==> src/hdl/piecewise_linear_interpolator_top_defines.svh <==
// Assertion helpers for the piecewise linear interpolator.
// Each helper samples on clk and is disabled while rst_n is low.
`ifndef PIECEWISE_LINEAR_INTERPOLATOR_TOP_DEFINES_SVH
`define PIECEWISE_LINEAR_INTERPOLATOR_TOP_DEFINES_SVH

// Consequent must hold in the same cycle as the antecedent.
`define PLI_ASSERT_SAME(lbl, ante, cons, msg) \
  lbl: assert property (@(posedge clk) disable iff (!rst_n) (ante) |-> (cons)) \
    else $error(msg);

// Consequent must hold in the cycle after the antecedent.
`define PLI_ASSERT_NEXT(lbl, ante, cons, msg) \
  lbl: assert property (@(posedge clk) disable iff (!rst_n) (ante) |=> (cons)) \
    else $error(msg);

`endif

==> src/hdl/pli_pkg.sv <==
package pli_pkg;

  // Fixed field widths of the interface
  localparam int IDX_W      = 4;
  localparam int CNT_W      = 5;
  localparam int MIN_POINTS = 2;
  localparam logic [CNT_W-1:0] CNT_RESET = 5'd2;

  // Command codes carried on in_tuser
  localparam logic CMD_WRITE = 1'b0;
  localparam logic CMD_EVAL  = 1'b1;

  // Sequencer states
  typedef enum logic [3:0] {
    ST_IDLE,
    ST_READ,
    ST_CHECK,
    ST_SUB,
    ST_MUL,
    ST_DIV_GO,
    ST_DIV_WAIT,
    ST_SUM,
    ST_RESULT
  } state_t;

  // Divider status toward the sequencer
  typedef struct packed {
    logic busy;
    logic done;
  } div_stat_t;

endpackage

==> src/hdl/pli_ram.sv <==
module pli_ram #(
  parameter int WIDTH = 26,
  parameter int DEPTH = 16
) (
  input  logic                     clk,
  input  logic                     we,
  input  logic [$clog2(DEPTH)-1:0] waddr,
  input  logic [WIDTH-1:0]         wdata,
  input  logic [$clog2(DEPTH)-1:0] raddr,
  output logic [WIDTH-1:0]         rdata
);

  logic [WIDTH-1:0] mem [DEPTH];

  // Write port and registered read port
  always_ff @(posedge clk) begin
    if (we) begin
      mem[waddr] <= wdata;
    end
    rdata <= mem[raddr];
  end

endmodule

==> src/hdl/pli_div.sv <==
`include "piecewise_linear_interpolator_top_defines.svh"

module pli_div #(
  parameter int N_W = 26,
  parameter int D_W = 13
) (
  input  logic                clk,
  input  logic                rst_n,
  input  logic                start,
  input  logic [N_W-1:0]      dividend,
  input  logic [D_W-1:0]      divisor,
  output logic [N_W-1:0]      quotient,
  output pli_pkg::div_stat_t  stat
);

  localparam int CW = $clog2(N_W + 1);

  logic          busy_r;
  logic          done_r;
  logic [CW-1:0] cnt_r;
  logic [D_W-1:0] rem_r;
  logic [N_W-1:0] quo_r;
  logic [D_W-1:0] den_r;

  logic [D_W:0] rem_sh;
  logic [D_W:0] rem_diff;
  logic         fits;

  // One restoring step: shift in the next dividend bit, subtract if it fits
  always_comb begin
    rem_sh   = {rem_r, quo_r[N_W-1]};
    rem_diff = rem_sh - {1'b0, den_r};
    fits     = (rem_sh >= {1'b0, den_r});
  end

  // Control: busy while the quotient bits are produced, then a one-cycle done pulse
  always_ff @(posedge clk) begin
    if (!rst_n) begin
      busy_r <= 1'b0;
      done_r <= 1'b0;
    end else begin
      done_r <= busy_r && (cnt_r == CW'(1));
      if (start) begin
        busy_r <= 1'b1;
      end else if (busy_r && (cnt_r == CW'(1))) begin
        busy_r <= 1'b0;
      end
    end
  end

  // Datapath: load operands, then one quotient bit per cycle
  always_ff @(posedge clk) begin
    if (start) begin
      quo_r <= dividend;
      den_r <= divisor;
      rem_r <= '0;
      cnt_r <= CW'(N_W);
    end else if (busy_r) begin
      rem_r <= fits ? rem_diff[D_W-1:0] : rem_sh[D_W-1:0];
      quo_r <= {quo_r[N_W-2:0], fits};
      cnt_r <= cnt_r - CW'(1);
    end
  end

  assign quotient  = quo_r;
  assign stat.busy = busy_r;
  assign stat.done = done_r;

  `PLI_ASSERT_SAME(a_start_idle, start, !busy_r, "divider started while busy")
  `PLI_ASSERT_NEXT(a_start_busy, start, busy_r, "divider did not go busy after start")
  `PLI_ASSERT_NEXT(a_done_follows, busy_r && (cnt_r == CW'(1)), done_r && !busy_r,
                   "divider did not finish after its last step")

endmodule

==> src/hdl/piecewise_linear_interpolator_top.sv <==
// Piecewise linear interpolator: a table of control points (x, y) in unsigned
// fixed point with FRAC_BITS fraction bits, evaluated by linear interpolation.
// Input channel in_*: in_tuser is the command (write point or evaluate).
// A write stores one point and gives no result. An evaluate gives one result
// transaction on out_* (value and found flag). When query_x is 0 or at
// least 1.0 the evaluate reads the first or last point in use and gives its
// y; else the segment search visits table entries in turn (one RAM read and
// one compare each), then setup and multiply, then the bit-serial divider.
// One evaluate is in flight at a time, on the single table read port.
// cfg_* writes point_count and is always ready; write it only while idle.
// Reset (synchronous, rst_n low) returns to idle, empties the output
// register, sets point_count to 2 and makes slots 0 and 1 read as (0, 0) and
// (1.0, 1.0) until written. Other slots read undefined until written.
// When the receiver stalls, the finished result waits in the output
// register; new items are still taken, and a later result waits until it frees.
`include "piecewise_linear_interpolator_top_defines.svh"

module piecewise_linear_interpolator_top #(
  parameter int MAX_POINTS = 16,
  parameter int FRAC_BITS  = 12
) (
  input  logic clk,
  input  logic rst_n,

  // in_tdata: point_index, point_x, point_y, query_x (lowest bit up)
  input  logic [((pli_pkg::IDX_W+3*(FRAC_BITS+1)+7)/8)*8-1:0] in_tdata,
  // in_tuser: cmd
  input  logic in_tuser,
  input  logic in_tvalid,
  output logic in_tready,

  // out_tdata: value (lowest bit up)
  output logic [((FRAC_BITS+1+7)/8)*8-1:0] out_tdata,
  // out_tuser: found
  output logic out_tuser,
  output logic out_tvalid,
  input  logic out_tready,

  input  logic [pli_pkg::CNT_W-1:0] cfg_data,
  input  logic                      cfg_valid,
  output logic                      cfg_ready
);

  localparam int V     = FRAC_BITS + 1;
  localparam int S     = V + 1;
  localparam int AW    = $clog2(MAX_POINTS);
  localparam int OUT_W = ((V + 7) / 8) * 8;
  localparam int IW    = pli_pkg::IDX_W;
  localparam logic [V-1:0] ONE_FX   = {1'b1, {FRAC_BITS{1'b0}}};
  localparam logic [V-1:0] VAL_MAX  = {V{1'b1}};

  // Input field unpack
  logic [IW-1:0] in_idx;
  logic [V-1:0]  in_px;
  logic [V-1:0]  in_py;
  logic [V-1:0]  in_qx;
  assign in_idx = in_tdata[IW-1:0];
  assign in_px  = in_tdata[IW +: V];
  assign in_py  = in_tdata[IW+V +: V];
  assign in_qx  = in_tdata[IW+2*V +: V];

  pli_pkg::state_t state_r, state_nxt;

  logic [pli_pkg::CNT_W-1:0] point_count_r;
  logic          out_tvalid_r;
  logic [V-1:0]  out_value_r;
  logic          out_found_r;
  logic          wr0_r;
  logic          wr1_r;

  logic [AW-1:0] addr_r;
  logic          bound_r;
  logic [V-1:0]  qx_r;
  logic [V-1:0]  x0_r, y0_r, x1_r, y1_r;
  logic signed [S-1:0]   dx_r, dy_r, den_r;
  logic signed [2*S-1:0] prod_r;
  logic          neg_r;
  logic [V-1:0]  res_val_r;
  logic          res_found_r;

  logic in_acc;
  logic div_start;
  logic out_load;

  // Count clamp and index of the last point in use
  logic [8:0]    cnt_ext;
  logic [8:0]    n_used;
  logic [8:0]    last_ext;
  logic [AW-1:0] last_idx;
  always_comb begin
    cnt_ext = 9'(point_count_r);
    if (cnt_ext < 9'(pli_pkg::MIN_POINTS)) begin
      n_used = 9'(pli_pkg::MIN_POINTS);
    end else if (cnt_ext > 9'(MAX_POINTS)) begin
      n_used = 9'(MAX_POINTS);
    end else begin
      n_used = cnt_ext;
    end
    last_ext = n_used - 9'd1;
    last_idx = last_ext[AW-1:0];
  end

  // Table write decode
  logic [7:0]    idx_ext;
  logic          wr_en;
  logic [AW-1:0] waddr;
  assign idx_ext = 8'(in_idx);
  assign waddr   = idx_ext[AW-1:0];
  assign wr_en   = in_acc && (in_tuser == pli_pkg::CMD_WRITE) &&
                   ({1'b0, idx_ext} < 9'(MAX_POINTS));

  logic [2*V-1:0] ram_rdata;

  pli_ram #(
    .WIDTH (2 * V),
    .DEPTH (MAX_POINTS)
  ) u_ram (
    .clk   (clk),
    .we    (wr_en),
    .waddr (waddr),
    .wdata ({in_py, in_px}),
    .raddr (addr_r),
    .rdata (ram_rdata)
  );

  // Overlay reset values on slots 0 and 1 until they are written
  logic [V-1:0] kx, ky;
  always_comb begin
    kx = ram_rdata[V-1:0];
    ky = ram_rdata[2*V-1:V];
    if ((addr_r == '0) && !wr0_r) begin
      kx = '0;
      ky = '0;
    end else if ((addr_r == AW'(1)) && !wr1_r) begin
      kx = ONE_FX;
      ky = ONE_FX;
    end
  end

  logic hit;
  assign hit = (qx_r <= kx);

  // Divider operands are magnitudes; sign is restored afterwards
  logic [2*S-1:0] prod_abs;
  logic [S-1:0]   den_abs;
  logic [2*V-1:0] quotient;
  pli_pkg::div_stat_t div_stat;
  always_comb begin
    prod_abs = prod_r[2*S-1] ? (2*S)'(-prod_r) : (2*S)'(prod_r);
    den_abs  = den_r[S-1] ? S'(-den_r) : S'(den_r);
  end

  pli_div #(
    .N_W (2 * V),
    .D_W (V)
  ) u_div (
    .clk      (clk),
    .rst_n    (rst_n),
    .start    (div_start),
    .dividend (prod_abs[2*V-1:0]),
    .divisor  (den_abs[V-1:0]),
    .quotient (quotient),
    .stat     (div_stat)
  );

  // Add the signed quotient to y0 and saturate
  logic signed [2*V+1:0] q_signed;
  logic signed [2*V+1:0] sum;
  logic [V-1:0]          sum_sat;
  always_comb begin
    q_signed = neg_r ? -$signed({2'b00, quotient}) : $signed({2'b00, quotient});
    sum      = q_signed + $signed((2*V+2)'(y0_r));
    if (sum < 0) begin
      sum_sat = '0;
    end else if (sum > $signed((2*V+2)'(VAL_MAX))) begin
      sum_sat = VAL_MAX;
    end else begin
      sum_sat = sum[V-1:0];
    end
  end

  // Next state
  always_comb begin
    state_nxt = state_r;
    case (state_r)
      pli_pkg::ST_IDLE: begin
        if (in_tvalid && (in_tuser == pli_pkg::CMD_EVAL)) begin
          state_nxt = pli_pkg::ST_READ;
        end
      end
      pli_pkg::ST_READ:  state_nxt = pli_pkg::ST_CHECK;
      pli_pkg::ST_CHECK: begin
        if (bound_r) begin
          state_nxt = pli_pkg::ST_RESULT;
        end else if (addr_r == '0) begin
          state_nxt = pli_pkg::ST_READ;
        end else if (hit) begin
          state_nxt = pli_pkg::ST_SUB;
        end else if (addr_r == last_idx) begin
          state_nxt = pli_pkg::ST_RESULT;
        end else begin
          state_nxt = pli_pkg::ST_READ;
        end
      end
      pli_pkg::ST_SUB: state_nxt = pli_pkg::ST_MUL;
      pli_pkg::ST_MUL: begin
        state_nxt = (den_r == '0) ? pli_pkg::ST_RESULT : pli_pkg::ST_DIV_GO;
      end
      pli_pkg::ST_DIV_GO: state_nxt = pli_pkg::ST_DIV_WAIT;
      pli_pkg::ST_DIV_WAIT: begin
        if (div_stat.done) begin
          state_nxt = pli_pkg::ST_SUM;
        end
      end
      pli_pkg::ST_SUM: state_nxt = pli_pkg::ST_RESULT;
      pli_pkg::ST_RESULT: begin
        if (!out_tvalid_r || out_tready) begin
          state_nxt = pli_pkg::ST_IDLE;
        end
      end
      default: state_nxt = pli_pkg::ST_IDLE;
    endcase
  end

  // State decoded outputs
  always_comb begin
    in_tready = 1'b0;
    div_start = 1'b0;
    out_load  = 1'b0;
    case (state_r)
      pli_pkg::ST_IDLE:   in_tready = 1'b1;
      pli_pkg::ST_DIV_GO: div_start = 1'b1;
      pli_pkg::ST_RESULT: out_load  = !out_tvalid_r || out_tready;
      default: begin
        in_tready = 1'b0;
      end
    endcase
  end

  assign in_acc = in_tvalid && in_tready;

  // Control registers
  always_ff @(posedge clk) begin
    if (!rst_n) begin
      state_r       <= pli_pkg::ST_IDLE;
      out_tvalid_r  <= 1'b0;
      wr0_r         <= 1'b0;
      wr1_r         <= 1'b0;
      point_count_r <= pli_pkg::CNT_RESET;
    end else begin
      state_r <= state_nxt;
      if (out_load) begin
        out_tvalid_r <= 1'b1;
      end else if (out_tready) begin
        out_tvalid_r <= 1'b0;
      end
      if (wr_en && (waddr == '0)) begin
        wr0_r <= 1'b1;
      end
      if (wr_en && (waddr == AW'(1))) begin
        wr1_r <= 1'b1;
      end
      if (cfg_valid && cfg_ready) begin
        point_count_r <= cfg_data;
      end
    end
  end

  // Datapath registers
  always_ff @(posedge clk) begin
    case (state_r)
      pli_pkg::ST_IDLE: begin
        qx_r <= in_qx;
        if (in_qx == '0) begin
          addr_r  <= '0;
          bound_r <= 1'b1;
        end else if (in_qx[V-1]) begin
          addr_r  <= last_idx;
          bound_r <= 1'b1;
        end else begin
          addr_r  <= '0;
          bound_r <= 1'b0;
        end
      end
      pli_pkg::ST_CHECK: begin
        if (bound_r) begin
          res_val_r   <= ky;
          res_found_r <= 1'b1;
        end else if (addr_r == '0) begin
          x0_r   <= kx;
          y0_r   <= ky;
          addr_r <= addr_r + AW'(1);
        end else if (hit) begin
          x1_r <= kx;
          y1_r <= ky;
        end else begin
          x0_r <= kx;
          y0_r <= ky;
          if (addr_r == last_idx) begin
            res_val_r   <= '0;
            res_found_r <= 1'b0;
          end else begin
            addr_r <= addr_r + AW'(1);
          end
        end
      end
      pli_pkg::ST_SUB: begin
        dx_r  <= $signed({1'b0, qx_r}) - $signed({1'b0, x0_r});
        dy_r  <= $signed({1'b0, y1_r}) - $signed({1'b0, y0_r});
        den_r <= $signed({1'b0, x1_r}) - $signed({1'b0, x0_r});
      end
      pli_pkg::ST_MUL: begin
        prod_r <= dx_r * dy_r;
        if (den_r == '0) begin
          res_val_r   <= y0_r;
          res_found_r <= 1'b1;
        end
      end
      pli_pkg::ST_DIV_GO: begin
        neg_r <= prod_r[2*S-1] ^ den_r[S-1];
      end
      pli_pkg::ST_SUM: begin
        res_val_r   <= sum_sat;
        res_found_r <= 1'b1;
      end
      pli_pkg::ST_RESULT: begin
        if (out_load) begin
          out_value_r <= res_val_r;
          out_found_r <= res_found_r;
        end
      end
      default: begin
        neg_r <= neg_r;
      end
    endcase
  end

  assign out_tvalid = out_tvalid_r;
  assign out_tdata  = OUT_W'(out_value_r);
  assign out_tuser  = out_found_r;
  assign cfg_ready  = 1'b1;

  `PLI_ASSERT_SAME(a_search_bound, state_r == pli_pkg::ST_CHECK, addr_r <= last_idx,
                   "table read beyond the last point in use")
  `PLI_ASSERT_SAME(a_miss_zero, out_tvalid_r && !out_found_r, out_value_r == '0,
                   "result without a match carries a nonzero value")
  `PLI_ASSERT_NEXT(a_eval_busy,
                   in_tvalid && in_tready && (in_tuser == pli_pkg::CMD_EVAL),
                   !in_tready, "new transaction taken during an evaluate")
  `PLI_ASSERT_NEXT(a_result_load, out_load, out_tvalid_r,
                   "finished result did not reach the output register")
  `PLI_ASSERT_SAME(a_div_owned, div_stat.busy, state_r == pli_pkg::ST_DIV_WAIT,
                   "divider busy outside the wait state")

endmodule
==> config.mk <==
export PLATFORM = sky130hd
export DESIGN_NAME = piecewise_linear_interpolator_top
export DESIGN_NICKNAME = d
export VERILOG_FILES = /design/src/hdl/pli_pkg.sv /design/src/hdl/pli_ram.sv /design/src/hdl/pli_div.sv /design/src/hdl/piecewise_linear_interpolator_top.sv
export VERILOG_INCLUDE_DIRS = /design/src /design/src/hdl
export SDC_FILE = /design/constraint.sdc
export NUM_CORES = 1
export LEC_CHECK = 0
export BUFFER_PORTS_ARGS = -buffer_cell sky130_fd_sc_hd__buf_2
export CAP_MARGIN = 5
export CORE_MARGIN = 2
export CORE_UTILIZATION = 64
export CTS_CLUSTER_SIZE = 10
export DETAILED_ROUTE_END_ITERATION = 6
export GPL_TIMING_DRIVEN = 1
export PLACE_DENSITY_LB_ADDON = 0.08
export SYNTH_ARGS = -nofsm -noshare
export SYNTH_HDL_FRONTEND = slang
export SYNTH_SLANG_ARGS = --single-unit
==> constraint.sdc <==
create_clock -name clk -period 9.3 [get_ports clk]
set_input_delay 0.93 -clock clk [delete_from_list [all_inputs] [get_ports clk]]
set_output_delay 0.93 -clock clk [all_outputs]
set_load 0.05 [all_outputs]
Word level (Yosys, flattened, before mapping)
Memories as Yosys holds them, arrays and structs flattened. A register that Yosys moved wholly into a read port is not among the register bits.
Index checks and enable logic that the tools add are counted.

cells by class
  add/subtract/negate cells = 11
  multiply operators = 1
  order comparisons = 7
  eq/ne operators = 23
  multiplexer cells = 56
  bitwise logic cells = 4
  reduce and logical (&&, ||, !) cells = 29

operators by type and width
  cell                    number
  $mux W13                17
  $mux W26                3
  $mux W4                 16
  $sub A13 B13 Y14        3
  $pmux W13 S3            1
  $pmux W4 S9             1
  $add A28 B14 Y28        1
  $gt A28 B14 Y1 const B  1
  $lt A28 B1 Y1 const B   1
  $mul A14 B14 Y28        1
  $mux W28                1
  $neg A26 Y28            1
  $neg A26 Y26            1
  $eq A4 B3 Y1 const B    4
  $mux W1                 15
  $ne A3 B3 Y1 const B    5
  $ge A14 B13 Y1          1
  $logic_not A14 Y1       1
  $le A13 B13 Y1          1
  $logic_not A13 Y1       1
  $neg A13 Y13            1
  $sub A13 B13 Y13        1
  $eq A4 B1 Y1 const B    3
  $logic_not A4 Y1        3
  other kinds (25)        47

word-level totals
  flip-flop bits (word level) = 240
  bits in writable memories = 416
  input port bits = 59
  output and inout bits = 20
  word-level logic and storage cells = 159
  memories kept = 1

memories
  name       depth  bits a word  rd ports  clocked after Yosys merged registers in  wr ports  RTL line       source
  u_ram.mem  16     26           1         1                                        1         pli_ram.sv:13  logic [WIDTH-1:0] mem [DEPTH];

Depth between registers and ports, before layout
Gate-level depths: netlist of run 1.

  depth after elaboration = 10
  gate-level depth with buffers = 25
  depth with buffers taken out = 24

Cells and area by module
A second synthesis of run 1 with hierarchy kept.

unflattened totals
  cell total of the unflattened synthesis = 2,805
  area total of the unflattened synthesis = 37,760.0 sq um

by module, submodules not included
  module                             instances  cells an instance  area each (sq um)  seq. area each (sq um)
  piecewise_linear_interpolator_top  1          1,864              18,357.6           5,285.1
  pli_ram                            1          686                16,377.0           13,012.5
  pli_div                            1          255                3,025.4            1,571.5

Worst setup path after synthesis of run 1
No wires, ideal clock.

  path kind = register -> register
  start = register dy_r[2]
  end = register prod_r[27] (data pin)
  setup time = 260 ps
  arrival = 6,601 ps
  data required time = 9,040 ps
  setup slack = 2,440 ps
  cell stages (with the launch flop) = 24
  buffers on the path = 1
  period minus slack after synthesis = 6,860 ps
  cells stage by stage = edfxtp_1 -> clkbuf_1 -> nand2_1 -> inv_1 -> fa_1 -> fa_1 -> inv_1 -> fa_1 -> inv_1 -> fa_1 -> fa_1 -> inv_1 -> fa_1 -> inv_1 -> ha_1 -> a21o_1 -> a21o_1 -> a21oi_1 -> o21ai_0 -> a41o_1 -> or4_1 -> a31o_2 -> a21oi_1 -> xnor2_1

on the way
  longest elaborated chain between the ends = 1

ends and longest elaborated chain
  what                      RTL line                                  source
  start: declaration        piecewise_linear_interpolator_top.sv:75   logic signed [S-1:0] dx_r, dy_r, den_r;
  start signal: assignment  piecewise_linear_interpolator_top.sv:309  dy_r <= $signed({1'b0, y1_r}) - $signed({1'b0, y0_r});
  $mul A14 B14 Y28          piecewise_linear_interpolator_top.sv:313  prod_r <= dx_r * dy_r;
  end signal: assignment    piecewise_linear_interpolator_top.sv:313
  end: declaration          piecewise_linear_interpolator_top.sv:76   logic signed [2*S-1:0] prod_r;

Every way passes these cells.
A chain may end at the register's enable or synchronous reset.

Worst setup path in the final report of run 1
Same ends and word-level chain as after synthesis.

==> results of run 1 <==
==> report_power, final <==
part / switching, mW / internal (mW)
logic: 3.44 / 2.77
clock network: 1.22 / 1.66
registers: 0.174 / 3.93
total: 4.83 / 8.36
==> final cells by class <==
type	instances	area [um2]	share of cell area (%)
inverters	351	1320	3.19
clock inverters	10	201	0.488
clock buffers	131	2200	5.34
multi-input cells	1677	16100	39.1
well taps	765	957	2.32
flip-flops and latches	681	19900	48.1
repair buffers	99	583	1.41
==> synth_stat cells (66+ instances only) <==
master | number | area (um2)
nand2_1 | 230 | 863
inv_1 | 349 | 1310
clkbuf_1 | 80 | 300
and2_1 | 105 | 657
o21ai_0 | 119 | 596
nor2_1 | 125 | 469
mux4_2 | 130 | 2930
xnor2_1 | 82 | 718
fa_1 | 200 | 4000
edfxtp_1 | 623 | 18700
a21oi_1 | 66 | 330
ha_1 | 155 | 1940
==> per-stage QoR <==
stage,power (mW),std cells,setup slack [ns],utilization [%],area [um2]
2_1_floorplan,8.92,2812,2.44,-,37600
3_3_place_gp,10.2,3572,1.93,67.1,38900
3_5_place_dp,10.3,3572,1.80,67.1,38900
4_1_cts,13.3,3713,1.79,71.2,41300
5_1_grt,14.2,3714,1.35,71.3,41300
6_report,13.2,3714,1.81,71.3,41300
==> routing by layer <==
layer / share of wire, % / GRT usage [%] / vias to the layer above
met5: 0.033 / 0 / -
met1: 39 / 36.0 / 11282
met3: 5.9 / 4.43 / 170
met2: 52 / 48.3 / 742
met4: 3.3 / 9.85 / 6
li1: - / - / 10146
==> cells by family after synthesis <==
logic type / after synthesis / synth area share, %
flops: 681 / 52.8
simple gates: 671 / 8.92
fa+ha+maj: 355 / 15.8
other cells: 2 / 0.0200
buf+inv: 454 / 4.64
mux: 150 / 8.33
xor+xnor: 132 / 3.07
compound gates: 365 / 6.40
==> final timing paths <==
path,start,endpoint,slack (ns)
setup reg to reg,dy_r[2],prod_r[27],1.81
setup / recovery,dy_r[2],prod_r[27],1.81
hold reg to reg,res_val_r[7],out_value_r[7],0.42
hold / removal,res_val_r[7],out_value_r[7],0.42
==> state kept, by name, summed over array words and instances, names as in the netlist, 4 cells and up <==
name and count:
prod_r 27, y1_r 13, point_count_r 5, res_val_r 13, u_div.den_r 13, x0_r 13
qx_r 13, y0_r 13, x1_r 13, dy_r 14, den_r 14, u_div.rem_r 13
u_ram.rdata 26, u_div.cnt_r 5, dx_r 14, addr_r 4, out_value_r 13, u_div.quotient 26
state_r 4, u_ram.mem 416
==> summary.txt, run 1 <==
Layout
  – Most frequent cells in the layout: edfxtp_1, inv_1, nand2_1
  – N_diodes: 0
  – Ratio of cells with drive above 1 in the final layout: 12.9%
  – Post-layout nets: 3303
  – Fill cells: 3933
  – Syn-to-layout area delta: 9.70%
  – Most common cell after layout, fill and taps aside: edfxtp_1

Floorplan
  – Starting density of the core: 64.9%
  – CORE AREA: 0.0579 mm2
  – Ports: 79
  – Die Y: 246 um
  – # rows: 88
  – Die area: 0.0607 mm2
  – Die X: 246 um

Synthesis
  – Register area share after synthesis: 52.8%
  – Syn. warnings: 0
  – Register bit count reported by yosys: 681
  – Synth Area per Inst: 13.4 um2
  – Netlist cell types: 85
  – Cell Area, Synth: 0.0376 mm2
  – Post-synth EDFFs: 623
  – Synth Instances: 2810
  – Ys async rst share: 0%
  – Main flop type after synthesis: edfxtp_1

Clock tree
  – Post-CTS setup buffer count: 0
  – Clock Latency Late Sink: 0.64 ns
  – Clock Sinks: 681
  – CTS root buf: clkbuf_16
  – Max clock buf depth: 3
  – Post_cts resized: 0
  – Num CTS Buffers: 79
  – Reg clk slew, reported paths: 0.06 ns
  – TritonCTS clock tree: built
  – Hold_buf cts: 0
  – Htree depth: 3

Critical path
  – CP max FO: 14
  – Largest delay share family, worst path: adder cells
  – Setup CP Type: register to register
  – CP max stage delay: 0.92 ns
  – Crit-path slowest cell: fa_1
  – Worst EP arrival: 7.87 ns
  – Critical Path Sink Type: register
  – Crit path launch type: register
  – Worst R2R Path Depth: 22
  – WP depth: 22
  – Most used cell, CP: fa_1
  – Critical path, cell by cell: nand2_1 -> inv_1 -> fa_1 -> fa_1 -> inv_1 -> fa_1 -> inv_1 -> fa_1 -> fa_1 -> inv_1 -> fa_1 -> inv_1 -> ha_1 -> a21o_1 -> a21o_1 -> a21oi_1 -> o21ai_0 -> a41o_1 -> or4_1 -> a31o_2 -> a21oi_1 -> xnor2_1
  – Crit path buffers/inverters: 5
  – Worst Path Required: 9.69 ns

Detailed routing
  – Remaining antenna violation count: 0
  – Pre-Repair DR Iteration Count: 5
  – Post-DR vias/cell: 6.02
  – Routed len/inst: 21.8 um
  – DRC viols: 0
  – 1st-iter DRT viols: 1635
  – DR vias: 22346
  – Final wirelength: 81000 um

STA
  – Finish-stage setup viols: 0
  – Fmax: 134 MHz
  – Max-slew violation count: 0
  – Period utilization: 80.5%
  – Tmin final: 7.49 ns
  – Number of hold violations in the final report: 0
  – Worst Skew: 0.0322 ns
  – RSZ-0062 raised after global routing: no
  – Setup_tns: 0 ns
  – Hold_ws: 0.415 ns
  – Slew @ Worst Pin: 1.25 ns
  – Max-slew headroom: 16.8%

GRT
  – Global-route wire length before repair: 128000 um
  – Initial antenna violation count: 3
  – Remaining global-route overflow: 0
  – Gr usage total: 27.9%
  – Largest net degree at the start of global routing: 110
  – Vias in the first global route: 23245

Min path
  – WHS Path Cells: 0
  – Worst hold-check path type: register to register

Job
  – Maxcap violations: 0

Placed design
  – Placer Congestion: 0.899
  – Port-buffer cells: 69
  – DPL Wire Length: 53000 um

Power
  – VDD IR max: 0.000396 V
  – Cell Pwr Density: 320 mW/mm2
  – Static Leak: 15.8 nW

Status
  – Status: completed
No activity file was read; power rests on OpenSTA's default activity.
==> inputs of run 2 (changes only) <==
==> constraint.sdc (replaced) <==
create_clock -name clk -period 7.67 [get_ports clk]
set_input_delay 0.767 -clock clk [delete_from_list [all_inputs] [get_ports clk]]
set_output_delay 0.767 -clock clk [all_outputs]
set_load 0.05 [all_outputs]
==> summary.txt, run 2 (synthesis results as in run 1) <==
Status
  – Status: completed

Floorplan
  – Die X: 246 um
  – # rows: 88
  – CORE AREA: 0.0579 mm2
  – Die area: 0.0607 mm2
  – Die Y: 246 um
  – Starting density of the core: 64.9%
  – Ports: 79

Clock tree
  – Max clock buf depth: 3
  – TritonCTS clock tree: built
  – Htree depth: 3
  – Hold_buf cts: 0
  – CTS root buf: clkbuf_16
  – Post_cts resized: 0
  – Post-CTS setup buffer count: 0
  – Clock Sinks: 681
  – Num CTS Buffers: 78
  – Clock Latency Late Sink: 0.64 ns
  – Reg clk slew, reported paths: 0.05 ns

Critical path
  – CP max stage delay: 0.74 ns
  – CP max FO: 14
  – Critical Path Sink Type: register
  – WP depth: 22
  – Worst EP arrival: 7.49 ns
  – Setup CP Type: register to register
  – Largest delay share family, worst path: adder cells
  – Most used cell, CP: fa_1
  – Critical path, cell by cell: nand2_1 -> inv_1 -> fa_1 -> fa_1 -> inv_1 -> fa_1 -> inv_1 -> fa_1 -> fa_1 -> inv_1 -> fa_1 -> inv_1 -> ha_1 -> a21o_1 -> a21o_1 -> a21oi_1 -> o21ai_0 -> a41o_1 -> or4_1 -> a31o_2 -> a21oi_1 -> xnor2_1
  – Crit path launch type: register
  – Crit path buffers/inverters: 5
  – Worst Path Required: 8.05 ns
  – Crit-path slowest cell: edfxtp_1
  – Worst R2R Path Depth: 22
  – Reg2reg setup slack: 0.56 ns

Detailed routing
  – 1st-iter DRT viols: 1686
  – DR vias: 22326
  – Final wirelength: 80300 um
  – DRC viols: 0
  – Routed len/inst: 21.6 um
  – Pre-Repair DR Iteration Count: 6
  – Remaining antenna violation count: 0
  – Post-DR vias/cell: 6.01

Min path
  – Worst hold-check path type: primary input to register
  – WHS Path Cells: 1

GRT
  – Global-route wire length before repair: 129000 um
  – Initial antenna violation count: 4
  – Vias in the first global route: 23716
  – Largest net degree at the start of global routing: 110
  – Remaining global-route overflow: 0
  – Gr usage total: 28.0%

Layout
  – Multi-input gate area: 0.0161 mm2
  – Post-layout nets: 3308
  – Syn-to-layout area delta: 9.63%
  – Post-route cell area: 0.0412 mm2
  – Top Registers: u_ram.mem (416), prod_r (27)
  – Fill cells: 3832
  – Register area: 0.0199 mm2
  – Max reg flops: 416
  – Largest register by flop count: u_ram.mem
  – Ratio of cells with drive above 1 in the final layout: 13.0%
  – Most common cell after layout, fill and taps aside: edfxtp_1
  – Most frequent cells in the layout: edfxtp_1, inv_1, nand2_1

Power
  – Cell Pwr Density: 385 mW/mm2
  – Power Total: 15.9 mW
  – VDD IR max: 0.000411 V
  – Static Leak: 15.8 nW

STA
  – Number of hold violations in the final report: 0
  – Final worst slack: 0.558 ns
  – Fmax: 141 MHz
  – RSZ-0062 raised after global routing: no
  – Slew @ Worst Pin: 1.16 ns
  – Tmin final: 7.11 ns
  – Max-slew violation count: 0
  – Period utilization: 92.7%
  – Hold_ws: 0.326 ns
  – Setup_tns: 0 ns
  – Finish-stage setup viols: 0
  – Max-slew headroom: 22.7%
  – Worst Skew: 0.0449 ns

Placed design
  – Port-buffer cells: 69
  – Placer Congestion: 0.902
  – Placed Instance Area: 0.0389 mm2
  – Dpl ws: 0.596 ns
  – DPL Wire Length: 53200 um

Job
  – Maxcap violations: 0
run 2: routing by layer:
metal | up-vias | wire (um) | GRT usage, %
met1 | 11239 | 31600 | 36.0
met3 | 188 | 4610 | 4.56
li1 | 10138 | - | -
met5 | - | 38 | 0
met4 | 6 | 2800 | 9.99
met2 | 755 | 41300 | 48.4
run 2: report_power, final:
part           switching, mW  internal, mW  total [mW]
clock network           1.46          1.94        3.40
logic                   4.14          3.36        7.50
registers              0.208          4.77        4.97
run 2: through the flow:
stage,util [%],cells
after floorplan,-,2812
after global placement,67.2,3577
after detailed placement,67.2,3577
after CTS,71.2,3711
after global routing,71.2,3713
final,71.2,3714
run 2: layout make-up:
| class | instances | share of cell area (%) |
|---|---|---|
| clock buffer | 126 | 5.25 |
| timing repair buffer | 105 | 1.53 |
| clock inverter | 8 | 0.397 |
| antenna | 1 | 0.00607 |
| inverter | 351 | 3.19 |
| sequential | 681 | 48.2 |
| tap | 765 | 2.32 |
| multi-input combinational | 1677 | 39.1 |
run 2: worst paths after layout:
check          startpoint              to
max               dy_r[2]      prod_r[27]
min          in_tdata[32]         qx_r[2]
max reg2reg       dy_r[2]      prod_r[27]
min reg2reg  res_val_r[4]  out_value_r[4]
==> inputs of run 3 (changes only) <==
--- a/config.mk
+++ b/config.mk
@@ -6,9 +6,8 @@
 export SDC_FILE = /design/constraint.sdc
 export NUM_CORES = 1
 export LEC_CHECK = 0
+export ABC_AREA = 1
 export BUFFER_PORTS_ARGS = -buffer_cell sky130_fd_sc_hd__buf_2
-export CAP_MARGIN = 5
-export CORE_MARGIN = 2
 export CORE_UTILIZATION = 64
 export CTS_CLUSTER_SIZE = 10
 export DETAILED_ROUTE_END_ITERATION = 6
==> summary.txt, run 3 <==
Min path
  – Worst hold-check path type: primary input to register
  – Min-delay src: in_tdata[31]

Clock tree
  – Clock Latency Late Sink: 0.64 ns
  – CTS root buf: clkbuf_16
  – Reg clk slew, reported paths: 0.05 ns
  – Max clock buf depth: 3
  – Clock Sinks: 681
  – TritonCTS clock tree: built
  – Num CTS Buffers: 79
  – Post-CTS setup buffer count: 0
  – Htree depth: 3
  – Post_cts resized: 0
  – Hold_buf cts: 0

Layout
  – Final Util: 71.3%
  – Post-layout nets: 4077
  – Ratio of cells with drive above 1 in the final layout: 7.57%
  – Syn-to-layout area delta: 9.12%
  – Top Registers: u_ram.mem (416), prod_r (27)
  – Post-route cell area: 0.0414 mm2
  – Max reg flops: 416
  – Most frequent cells in the layout: edfxtp_1, inv_1, nand2_1
  – Most common cell after layout, fill and taps aside: edfxtp_1
  – Largest register by flop count: u_ram.mem

STA
  – RSZ-0062 raised after global routing: no
  – Fmax: 148 MHz
  – Worst Skew: 0.0400 ns
  – Max-slew violation count: 0
  – Max-slew headroom: 15.2%
  – Period utilization: 87.8%
  – Number of hold violations in the final report: 0
  – Final worst slack: 0.935 ns
  – Slew @ Worst Pin: 1.27 ns
  – Setup_tns: 0 ns
  – Hold_ws: 0.333 ns
  – Tmin final: 6.74 ns
  – Finish-stage setup viols: 0

GRT
  – Vias in the first global route: 27071
  – Initial antenna violation count: 4
  – Gr usage total: 30.8%
  – Remaining global-route overflow: 0
  – Global-route wire length before repair: 142000 um
  – Largest net degree at the start of global routing: 212

Critical path
  – Reg2reg setup slack: 0.93 ns
  – Worst Path Required: 8.02 ns
  – Crit. Startpoint: dy_r[2]
  – Worst setup endpoint: prod_r[23]
  – Worst EP arrival: 7.09 ns
  – Worst R2R Path Depth: 19
  – R2R Path Start: dy_r[2]
  – R2R Path End: prod_r[23]
  – CP max FO: 14
  – Setup CP Type: register to register
  – Crit path launch type: register
  – Critical Path Sink Type: register

Floorplan
  – CORE AREA: 0.0581 mm2
  – Die Y: 246 um
  – # rows: 88
  – Die X: 246 um
  – Ports: 79
  – Starting density of the core: 65.3%
  – Die area: 0.0603 mm2

Synthesis
  – Synth Area per Inst: 10.5 um2
  – Multiplexer area fraction after synthesis: 0%
  – Netlist cell types: 55
  – Adder-Cell Fraction of Synth Area: 15.6%
  – Register area share after synthesis: 52.3%
  – Syn. warnings: 0
  – XOR/XNOR Fraction of Synth Area: 3.30%
  – Post-Synth Simple-Gate Area: 12.9%
  – Register bit count reported by yosys: 681
  – Post-synth EDFFs: 623
  – Synth Instances: 3619
  – Leading area contributor after synthesis: edfxtp_1
  – Main flop type after synthesis: edfxtp_1
  – Largest family of logic cells by synthesized area: adder cells
  – Cell Area, Synth: 0.0380 mm2
  – Synth top area share: 49.3%
  – Synth Area in Compound Gates: 9.02%
  – Commonest cells in the netlist: edfxtp_1, inv_1, nand2_1, nor2_1, o21ai_0
  – Count leader, synth: edfxtp_1
  – Ys async rst share: 0%
  – Area contributors post-synth: edfxtp_1, fa_1, inv_1, nand2_1, ha_1

Detailed routing
  – 1st-iter DRT viols: 2153
  – Remaining antenna violation count: 0
  – Post-DR vias/cell: 5.84
  – Final wirelength: 89900 um
  – DRC viols: 0
  – DR vias: 26164
  – Pre-Repair DR Iteration Count: 6
  – Routed len/inst: 20.1 um

Power
  – Pint: 9.64 mW
  – Clock power share: 20.7%
  – VDD IR max: 0.000496 V
  – Power share of the sequential group: 29.9%
  – Cell Pwr Density: 401 mW/mm2
  – Sw frac: 41.9%
  – Sw power: 6.96 mW
  – Comb power frac: 49.4%
  – Static Leak: 17.2 nW

Placed design
  – Port-buffer cells: 69
  – Placer Congestion: 0.929
  – Placed Instance Area: 0.0391 mm2
  – Dpl ws: 0.995 ns
  – DPL Wire Length: 59300 um

Job
  – Maxcap violations: 0

Status
  – Status: completed
## run 3: changes by cell type after synthesis, sizes merged, moves of 33 or more
| cell | change |
|---|---|
| nor2b | -33 |
| nor2 | +268 |
| and2 | -106 |
| a21oi | +51 |
| o22ai | +68 |
| mux4 | -130 |
| nand2 | +321 |
| clkbuf | +47 |
| o21ai | +205 |
| nand3 | +117 |
| o221ai | +40 |
| inv | +182 |
## run 3: final cells by class
cell class | count | area (um2)
Sequential cell | 681 | 19900
Fill cell | 4213 | 16700
Multi-Input combinational cell | 2267 | 15700
Clock buffer | 121 | 2140
Inverter | 534 | 2010
Tap cell | 765 | 957
Timing Repair Buffer | 100 | 591
Clock inverter | 10 | 214
Antenna cell | 2 | 5.00
## run 3: worst min-delay path by stage
stage	slack, ns	cells after the start	end
final	0.33	1	qx_r[1]
after global routing	0.32	1	qx_r[1]
after CTS	0.31	1	qx_r[4]
after detailed placement	0.40	0	out_value_r[2]
after global placement	0.40	0	out_tuser
after floorplan	0.40	0	out_tuser
## run 3: critical path, stage by stage (launching register included)
cell	delay, ns
edfxtp_1	0.78
nand2_1	0.26
inv_1	0.14
fa_1	0.47
fa_1	0.89
inv_1	0.22
fa_1	0.57
inv_1	0.05
fa_1	0.47
fa_1	0.57
inv_1	0.06
fa_1	0.53
inv_1	0.04
ha_1	0.35
a21oi_1	0.24
o21ai_0	0.15
a21oi_1	0.21
o21ai_0	0.17
a21oi_1	0.21
xnor2_1	0.09
## run 3: per-stage QoR
step / cells / power, mW
global route: 4478 / 17.9
floorplan: 3621 / 10.9
detailed placement: 4347 / 13.2
finish: 4480 / 16.6
global placement: 4347 / 13.0
CTS: 4478 / 16.7
## run 3: power groups by stage
stage                     Clock, mW  Sequential, mW  Combinational (mW)
after global routing           3.60            4.99                9.27
final                          3.43            4.97                8.20
after floorplan                   0            4.97                5.95
after global placement            0            5.03                7.96
after detailed placement          0            5.04                8.16
after CTS                      3.47            4.96                8.23
## run 3: per-layer routing
layer  share of wire [%]  global-route usage [%]  routed length (um)  vias to the layer above
met5                   0                       0                   0                        -
met4                 4.2                    14.7                3810                        0
met3                 6.8                    4.82                6160                      232
met2                  51                    53.3               45400                      942
met1                  38                    37.8               34500                    12770
li1                    -                       -                   -                    12220
## run 3: cell families (layout without fill, tap and decap cells)
group | count (synthesis) | count (layout)
other | 2 | 6
AOI/OAI and AO/OA | 608 | 608
buffers and inverters | 673 | 765
adders and majority gates | 355 | 355
DFF | 681 | 681
and+or+nand+nor | 1157 | 1157
xor gates and xnor gates | 143 | 143
